===== src/sv/annexb_nal_unit_splitter_macros.svh =====
// ----------------------------------------------------------------------------
// annexb nal unit splitter assertion macros
// shared concurrent assertion wrappers, clocked on clk, off during reset
// ----------------------------------------------------------------------------
`ifndef ANNEXB_NAL_UNIT_SPLITTER_MACROS_SVH
`define ANNEXB_NAL_UNIT_SPLITTER_MACROS_SVH

// same-cycle implication
`define ANX_ASSERT_IMP(lbl, ante, cons, msg) \
  lbl: assert property (@(posedge clk) disable iff (!rst_n) (ante) |-> (cons)) \
    else $error(msg);

// next-cycle implication
`define ANX_ASSERT_NXT(lbl, ante, cons, msg) \
  lbl: assert property (@(posedge clk) disable iff (!rst_n) (ante) |=> (cons)) \
    else $error(msg);

`endif


===== src/sv/anx_pkg.sv =====
// ----------------------------------------------------------------------------
// anx_pkg
// types and constants shared by the annex b nal splitter front and back
// ----------------------------------------------------------------------------
package anx_pkg;

  localparam int MAX_RES = 5;                  // results one byte can cause
  localparam int QDEPTH  = 8;                  // result queue entries
  localparam int QAW     = $clog2(QDEPTH);
  localparam int QCW     = $clog2(QDEPTH + 1);
  localparam int NW      = $clog2(MAX_RES + 1);

  localparam logic CODEC_H264 = 1'b0;
  localparam logic CODEC_H265 = 1'b1;

  localparam logic [5:0] H264_TYPE_MASK = 6'h1f;
  localparam logic [5:0] H265_TYPE_MASK = 6'h3f;

  localparam logic [2:0] SC_LEN3 = 3'd3;
  localparam logic [2:0] SC_LEN4 = 3'd4;

  typedef struct packed {
    logic [7:0] data;
    logic       first;
    logic       len4;
    logic       hdr;
    logic       pend;
    logic       rlast;
  } ent_t;

  typedef struct packed {
    logic                       valid;
    logic [NW-1:0]              n;
    ent_t [MAX_RES-1:0]         ents;
  } push_t;

  function automatic ent_t mk_ent(logic [7:0] data, logic first, logic len4, logic hdr);
    ent_t e;
    e.data  = data;
    e.first = first;
    e.len4  = len4;
    e.hdr   = hdr;
    e.pend  = 1'b0;
    e.rlast = 1'b0;
    return e;
  endfunction

endpackage


===== src/sv/anx_front.sv =====
// ----------------------------------------------------------------------------
// anx_front
// lookahead window and start code classifier; turns each accepted byte into
// a group of up to five result entries for the queue
// ----------------------------------------------------------------------------
module anx_front import anx_pkg::*; (
  input  logic       clk,
  input  logic       rst_n,
  input  logic       accept,
  input  logic [7:0] in_byte,
  input  logic       in_last,
  output push_t      push
);

  logic [3:0][7:0]    win_r, win_nxt;
  logic [2:0]         cnt_r, cnt_nxt;
  logic               in_nal_r, in_nal_nxt;
  logic               hdr_pend_r, hdr_pend_nxt;

  ent_t [MAX_RES-1:0] ents;
  logic [NW-1:0]      n;
  logic               sc;
  logic [1:0]         s;
  logic               len4;

  always_comb begin
    win_nxt      = win_r;
    cnt_nxt      = cnt_r;
    in_nal_nxt   = in_nal_r;
    hdr_pend_nxt = hdr_pend_r;
    ents         = '0;
    n            = '0;
    s            = 2'd0;
    len4         = 1'b0;

    case (cnt_r)
      3'd3:    sc = (win_r[0] == 8'h00) && (win_r[1] == 8'h00) && (win_r[2] == 8'h01);
      3'd4:    sc = (win_r[1] == 8'h00) && (win_r[2] == 8'h00) && (win_r[3] == 8'h01);
      default: sc = 1'b0;
    endcase

    if (sc) begin
      s = (cnt_r == 3'd4) ? 2'd1 : 2'd0;
      if ((cnt_r == 3'd4) && (win_r[0] == 8'h00)) begin
        s    = 2'd0;
        len4 = 1'b1;
      end
      for (int i = 0; i < 4; i++) begin
        if (3'(i) < cnt_nxt) begin
          // bytes ahead of the code only go out if a nal is already open
          if ((2'(i) >= s) || in_nal_nxt) begin
            ents[n] = mk_ent(win_nxt[i], 2'(i) == s, len4, hdr_pend_nxt);
            n       = n + NW'(1);
          end
          hdr_pend_nxt = 1'b0;
        end
      end
      in_nal_nxt   = 1'b1;
      win_nxt      = '0;
      win_nxt[0]   = in_byte;
      cnt_nxt      = 3'd1;
      hdr_pend_nxt = 1'b1;
    end else begin
      if (cnt_r == 3'd4) begin
        if (in_nal_nxt) begin
          ents[n] = mk_ent(win_nxt[0], 1'b0, 1'b0, hdr_pend_nxt);
          n       = n + NW'(1);
        end
        hdr_pend_nxt = 1'b0;
        win_nxt      = {8'h00, win_nxt[3:1]};
        cnt_nxt      = 3'd3;
      end
      win_nxt[cnt_nxt[1:0]] = in_byte;
      cnt_nxt               = cnt_nxt + 3'd1;
    end

    // end of packet: flush whatever is left in the window
    if (in_last) begin
      for (int i = 0; i < 4; i++) begin
        if (3'(i) < cnt_nxt) begin
          if (in_nal_nxt) begin
            ents[n] = mk_ent(win_nxt[i], 1'b0, 1'b0, hdr_pend_nxt);
            n       = n + NW'(1);
          end
          hdr_pend_nxt = 1'b0;
        end
      end
      win_nxt      = '0;
      cnt_nxt      = 3'd0;
      in_nal_nxt   = 1'b0;
      hdr_pend_nxt = 1'b0;
    end

    if (n != '0) begin
      ents[n - NW'(1)].rlast = 1'b1;
      ents[n - NW'(1)].pend  = in_last;
    end
  end

  always_ff @(posedge clk) begin
    if (!rst_n) begin
      win_r      <= '0;
      cnt_r      <= 3'd0;
      in_nal_r   <= 1'b0;
      hdr_pend_r <= 1'b0;
    end else if (accept) begin
      win_r      <= win_nxt;
      cnt_r      <= cnt_nxt;
      in_nal_r   <= in_nal_nxt;
      hdr_pend_r <= hdr_pend_nxt;
    end
  end

  assign push.valid = accept;
  assign push.n     = n;
  assign push.ents  = ents;

endmodule


===== src/sv/anx_back.sv =====
// ----------------------------------------------------------------------------
// anx_back
// result queue: takes a group of entries per beat, plays them out one beat per
// cycle while out_tready is high, with nal type and start code length formatting
// ----------------------------------------------------------------------------
`include "annexb_nal_unit_splitter_macros.svh"

module anx_back import anx_pkg::*; (
  input  logic        clk,
  input  logic        rst_n,
  input  logic        codec_mode,
  input  push_t       push,
  output logic        room,
  output logic        out_tvalid,
  input  logic        out_tready,
  output logic [23:0] out_tdata,   // out_byte[7:0], start_code_length[10:8], nal_type[16:11]
  output logic [2:0]  out_tuser,   // nal_first[0], header_flag[1], run_last[2]
  output logic        out_tlast    // packet_end
);

  ent_t           q_mem [QDEPTH];
  logic [QAW-1:0] wr_ptr_r, wr_ptr_nxt;
  logic [QAW-1:0] rd_ptr_r, rd_ptr_nxt;
  logic [QCW-1:0] count_r, count_nxt;
  logic           pop;
  logic [QCW-1:0] push_n;
  ent_t           head;
  logic [5:0]     nal_type;
  logic [2:0]     sc_len;

  assign pop    = out_tvalid && out_tready;
  assign push_n = push.valid ? QCW'(push.n) : '0;
  assign room   = (count_r <= QCW'(QDEPTH - MAX_RES));

  assign wr_ptr_nxt = QAW'(wr_ptr_r + QAW'(push_n));
  assign rd_ptr_nxt = pop ? QAW'(rd_ptr_r + QAW'(1)) : rd_ptr_r;
  assign count_nxt  = QCW'(count_r + push_n - (pop ? QCW'(1) : QCW'(0)));

  always_ff @(posedge clk) begin
    if (!rst_n) begin
      wr_ptr_r <= '0;
      rd_ptr_r <= '0;
      count_r  <= '0;
    end else begin
      wr_ptr_r <= wr_ptr_nxt;
      rd_ptr_r <= rd_ptr_nxt;
      count_r  <= count_nxt;
    end
  end

  always_ff @(posedge clk) begin
    if (push.valid) begin
      for (int k = 0; k < MAX_RES; k++) begin
        if (NW'(k) < push.n) begin
          q_mem[QAW'(wr_ptr_r + QAW'(k))] <= push.ents[k];
        end
      end
    end
  end

  assign head = q_mem[rd_ptr_r];

  always_comb begin
    if (!head.hdr) begin
      nal_type = '0;
    end else if (codec_mode == CODEC_H265) begin
      nal_type = 6'(head.data[7:1]) & H265_TYPE_MASK;
    end else begin
      nal_type = 6'(head.data) & H264_TYPE_MASK;
    end
    if (!head.first) begin
      sc_len = 3'd0;
    end else begin
      sc_len = head.len4 ? SC_LEN4 : SC_LEN3;
    end
  end

  assign out_tvalid = (count_r != '0);
  assign out_tdata  = {7'd0, nal_type, sc_len, head.data};
  assign out_tuser  = {head.rlast, head.hdr, head.first};
  assign out_tlast  = head.pend;

  `ANX_ASSERT_IMP(a_count_bound, 1'b1, count_r <= QCW'(QDEPTH), "queue count above depth")
  `ANX_ASSERT_IMP(a_no_overflow, push.valid,
                  ({1'b0, count_r} + (QCW+1)'(push.n)) <= (QCW+1)'(QDEPTH),
                  "queue overflow on push")
  `ANX_ASSERT_IMP(a_pend_is_run_last, out_tvalid && out_tlast, out_tuser[2],
                  "packet end beat is not the last beat of its run")
  `ANX_ASSERT_NXT(a_pop_drains, pop && !push.valid,
                  count_r == QCW'($past(count_r) - QCW'(1)),
                  "pop without push did not drain one entry")

endmodule


===== src/sv/annexb_nal_unit_splitter.sv =====
// ----------------------------------------------------------------------------
// annexb_nal_unit_splitter
// cuts an annex b elementary stream packet into nal units at start codes
// ----------------------------------------------------------------------------
// in_* takes one stream byte per beat, in_tlast on the final byte of a packet.
// out_* gives one beat per byte that belongs to a nal unit, start code
// included; out_tuser flags the first start code byte, the header byte and
// the last beat caused by one input byte, out_tlast the packet's final beat.
// cfg_we/cfg_wdata set the codec: 0 h.264 (type = header[4:0]), 1 h.265
// (type = header[6:1]); write it only while the block is idle.
// throughput: one input byte per cycle while in_tready is high. a start code
// or a packet end releases up to five beats from one byte; these go into an
// 8-entry queue and leave at one beat per cycle while out_tready is high,
// in_tready drops while the queue holds more than three entries.
// a byte is held in a four-byte lookahead window until its role is known,
// then is written into the result queue and shows at out_* in queue order.
// reset (rst_n low, synchronous) empties window and queue and selects h.264.
// a stalled out_tready holds the head beat and fills the queue, after which
// in_tready goes low; nothing is dropped.
// ----------------------------------------------------------------------------
module annexb_nal_unit_splitter import anx_pkg::*; (
  input  logic        clk,
  input  logic        rst_n,
  input  logic        cfg_we,
  input  logic        cfg_wdata,   // codec_mode
  input  logic        in_tvalid,
  output logic        in_tready,
  input  logic [7:0]  in_tdata,    // in_byte[7:0]
  input  logic        in_tlast,    // packet_last
  output logic        out_tvalid,
  input  logic        out_tready,
  output logic [23:0] out_tdata,   // out_byte[7:0], start_code_length[10:8], nal_type[16:11]
  output logic [2:0]  out_tuser,   // nal_first[0], header_flag[1], run_last[2]
  output logic        out_tlast    // packet_end
);

  logic  codec_mode_r;
  logic  accept;
  logic  room;
  push_t push;

  always_ff @(posedge clk) begin
    if (!rst_n) begin
      codec_mode_r <= CODEC_H264;
    end else if (cfg_we) begin
      codec_mode_r <= cfg_wdata;
    end
  end

  assign in_tready = room;
  assign accept    = in_tvalid && room;

  anx_front u_front (
    .clk     (clk),
    .rst_n   (rst_n),
    .accept  (accept),
    .in_byte (in_tdata),
    .in_last (in_tlast),
    .push    (push)
  );

  anx_back u_back (
    .clk        (clk),
    .rst_n      (rst_n),
    .codec_mode (codec_mode_r),
    .push       (push),
    .room       (room),
    .out_tvalid (out_tvalid),
    .out_tready (out_tready),
    .out_tdata  (out_tdata),
    .out_tuser  (out_tuser),
    .out_tlast  (out_tlast)
  );

endmodule

===== config.mk =====
export PLATFORM = sky130hd
export DESIGN_NAME = annexb_nal_unit_splitter
export DESIGN_NICKNAME = d
export VERILOG_FILES = /design/src/sv/anx_pkg.sv /design/src/sv/anx_front.sv /design/src/sv/anx_back.sv /design/src/sv/annexb_nal_unit_splitter.sv
export VERILOG_INCLUDE_DIRS = /design/src /design/src/sv
export SDC_FILE = /design/constraint.sdc
export NUM_CORES = 1
export LEC_CHECK = 0
export BUFFER_PORTS_ARGS = -buffer_cell sky130_fd_sc_hd__buf_4
export CORE_MARGIN = 2
export CORE_UTILIZATION = 55
export DETAILED_ROUTE_END_ITERATION = 16
export PLACE_DENSITY = 0.74
export SLEW_MARGIN = 0
export SYNTH_ARGS = -nofsm -noshare
export SYNTH_HDL_FRONTEND = slang
export SYNTH_SLANG_ARGS = --single-unit
export TNS_END_PERCENT = 5

===== constraint.sdc =====
create_clock -name clk -period 14.65 [get_ports clk]
set_input_delay 2.93 -clock clk [delete_from_list [all_inputs] [get_ports clk]]
set_output_delay 2.93 -clock clk [all_outputs]
set_load 0.1 [all_outputs]

==> out/metrics.yaml <==
grt.met2_usage: 0.6761
cp-end-kind: "register"
start_util: 0.5548
critPathMaxFanout: 29
period_share: 0.6534
final_nets: 1659
slowest_stage: "o211ai_1"
ys_seq_area_frac: 0.2899
total_leakage_power_nw: 5.335
finClkSkew_ns: 0.01860
hold_class: "register to register"
hold_viol_final: 0
worst_pin_slew_ns: 1.318
clockPowerShare: 0.288
drc: 0
drive_gt1_frac: 0.1488
synth_edf_count: 104
busiest_layer: "met2"
die_x_um: 165.2
rows: 59
postSynthCellCount: 1663
cp.depth: 21
postCtsSetupRepairBufs: 0
async_flop_share: 0
grt_overflow: 0
reg2regPathDepth: 21
fp.dieH_um: 165.2
gp_congestion: 1.054
clock_latency_ns: 0.45
grt_use_met3: 0.08741
hold_ws_ns: 0.5364
syn_avg_cell_area_sq_um: 8.595
drt-initial-drc-count: 2369
grt_start_max_net_pins: 67
place_hpwl_mm: 42.14
dieArea_sq_mm: 0.02729
path_class: "register to register"
power_frac_comb: 0.385
maxSlewHeadroom: 0.1172
portBuffers: 37
setup_tns_ns: 0
rsz0062_at_grt: "false"
power_density_mw_per_mm2: 105.5
io_pins: 45
diodes: 0
grtUsageTotal: 0.4290
setup_viol: 0
ys_types: 113
syn_to_final_growth_pct: 6.346
synth-seq-cells: 155
layout.cells.most_common: "nand2_1"
wl_per_cell_um: 29.75
max_freq_mhz: 104.5
cts_made_buffers: 17
fillCellCount: 2348
final_cell_mix: "nand2_1 (154), nor2_1 (143), edfxtp_1 (104), a21oi_1 (95)"
use_met1: 0.5557
cpMostUsedCell: "ha_1"
multiInputGateArea_sq_mm: 0.009387
hold_buffers: 0
cts_sinks: 155
hold_depth: 2
coreArea_sq_mm: 0.02576
path_buf_inv: 1
cp-start-kind: "register"
reg2reg_setup_slack_ns: 5.08
placed_cells: 1936
grt_pass1_wl_mm: 86.70
yosys_warnings: 0
grt_pass1_vias: 13680
worstPathRequired_ns: 14.80
switchingPower_w: 0.0006957
vias: 14801
cp.arrival_ns: 9.72
cts_htree_levels: 4
slowest_delay_ns: 0.90
critical_path.cell_chain: "or3b_1 > nand2b_1 > ha_1 > a21boi_0 > a221oi_2 > xnor2_1 > a31o_2 > ha_1 > o211ai_1 > o211ai_2 > ha_1 > mux2i_1 > inv_1 > ha_1 > nand2_1 > nor4_1 > a221oi_1 > nand4_2 > o211ai_1 > nand3_1 > or2_2"
path_delay_family: "simple AND/OR/NAND/NOR gates"
slew_viol_final: 0
synth_area_sq_mm: 0.01429
register_area_sq_mm: 0.004145
cts_buffer_depth: 2
swShare: 0.4338
antenna_found_initial: 0
period_needed_ns: 9.572
postRouteAntennaNets: 0
cts_tree: "done"
vdd_ir_drop_max_v: 0.0001380
power.share.sequential: 0.327
vias_per_cell: 7.521
firstDrtPassIters: 8
clkTransAtPathRegs_ns: 0.08
intPower_w: 0.0009079
synth_ff_type: "edfxtp_1"
cts-resized-gates: 0
wirelength_mm: 58.54
cts-root-buf: "clkbuf_16"
final_cells: 1968
maxCapViolCount: 0
status: "finished clean"
[synth_stat cells, types with 25 or more instances]
| master | number | share of area |
|---|---|---|
| buf_2 | 33 | 0.012 |
| o21ai_0 | 57 | 0.020 |
| nor2_1 | 144 | 0.038 |
| a21oi_1 | 95 | 0.033 |
| inv_1 | 42 | 0.011 |
| dfxtp_1 | 51 | 0.071 |
| o211ai_1 | 25 | 0.013 |
| nand2_1 | 155 | 0.041 |
| and2_1 | 32 | 0.014 |
| clkbuf_1 | 66 | 0.017 |
| mux2i_1 | 69 | 0.048 |
| nor2b_1 | 43 | 0.019 |
| edfxtp_1 | 104 | 0.22 |
| mux2_2 | 30 | 0.024 |
| nand3_1 | 65 | 0.023 |
| a22oi_1 | 35 | 0.018 |
| o22ai_1 | 70 | 0.031 |
| nor3_1 | 47 | 0.016 |
| a211oi_1 | 70 | 0.037 |
| mux4_2 | 26 | 0.041 |
[layer usage]
| metal | routed length (um) | share of wire | up-vias |
|---|---|---|---|
| met5 | 0 | 0 | - |
| met4 | 3411 | 0.058 | 0 |
| met3 | 6344 | 0.11 | 269 |
| met2 | 26150 | 0.45 | 1161 |
| met1 | 22640 | 0.39 | 7036 |
| li1 | - | - | 6335 |
[sequential cells by signal (all words and copies together), names as in the netlist, named ones only]
register,flops
u_back.q_mem,104
codec_mode_r,1
u_front.cnt_r,3
u_front.hdr_pend_r,1
u_back.rd_ptr_r,3
u_front.in_nal_r,1
u_back.count_r,4
u_back.wr_ptr_r,3
u_front.win_r,32
[area by class of cell]
| type | count | share of cell area |
|---|---|---|
| sequential | 155 | 0.2727 |
| clock inverter | 14 | 0.01029 |
| tap | 335 | 0.02757 |
| timing repair buffer | 66 | 0.03260 |
| inverter | 45 | 0.01111 |
| clock buffer | 18 | 0.02823 |
| multi-input combinational | 1335 | 0.6175 |
[kinds of logic after synthesis]
kind of cell             Yosys count  share of synthesized area
flip-flops                       155                     0.2899
AO/OA/AOI/OAI                    557                     0.2872
other                              1                  0.0002624
AND/OR/NAND/NOR                  601                     0.2158
XOR/XNOR                          18                    0.01155
adder cells (fa/ha/maj)           24                    0.02206
multiplexers                     128                     0.1165
buffers and inverters            179                    0.05672
[worst reg2reg max path, cell delays in order, from the launching register on]
cell and delay [ns]:
dfxtp_1 0.81, or3b_1 0.80, nand2b_1 0.29, ha_1 0.89, a21boi_0 0.29, a221oi_2 0.42, xnor2_1 0.15, a31o_2 0.32
ha_1 0.30, o211ai_1 0.10, o211ai_2 0.41, ha_1 0.34, mux2i_1 0.27, inv_1 0.15, ha_1 0.24, nand2_1 0.10
nor4_1 0.11, a221oi_1 0.53, nand4_2 0.72, o211ai_1 0.92, nand3_1 0.52, or2_2 0.59
[per-stage QoR]
stage	total power [W]	utilization	instance area [sq um]	setup slack, ns
after detailed placement	0.001145	0.5673	14620	5.294
after global routing	0.001660	0.5900	15200	4.505
after global placement	0.001134	0.5673	14620	5.675
after floorplan	0.001002	-	14320	7.277
final	0.001604	0.5900	15200	5.078
after CTS	0.001596	0.5900	15200	5.275
[final timing paths]
kind                      start                 end
max            u_front.cnt_r[2]  u_back.q_mem[3][5]
min          u_back.rd_ptr_r[1]  u_back.rd_ptr_r[1]
min reg2reg  u_back.rd_ptr_r[1]  u_back.rd_ptr_r[1]
max reg2reg    u_front.cnt_r[2]  u_back.q_mem[3][5]
[power by group through the flow]
stage | Combinational [W] | Clock [W] | Sequential, W
6_report | 0.000618 | 0.000462 | 0.000524
5_1_grt | 0.000652 | 0.000479 | 0.000530
4_1_cts | 0.000612 | 0.000460 | 0.000525
3_5_place_dp | 0.000610 | 0 | 0.000535
3_3_place_gp | 0.000600 | 0 | 0.000533
2_1_floorplan | 0.000496 | 0 | 0.000506
Power figures use the tool's default switching activity.
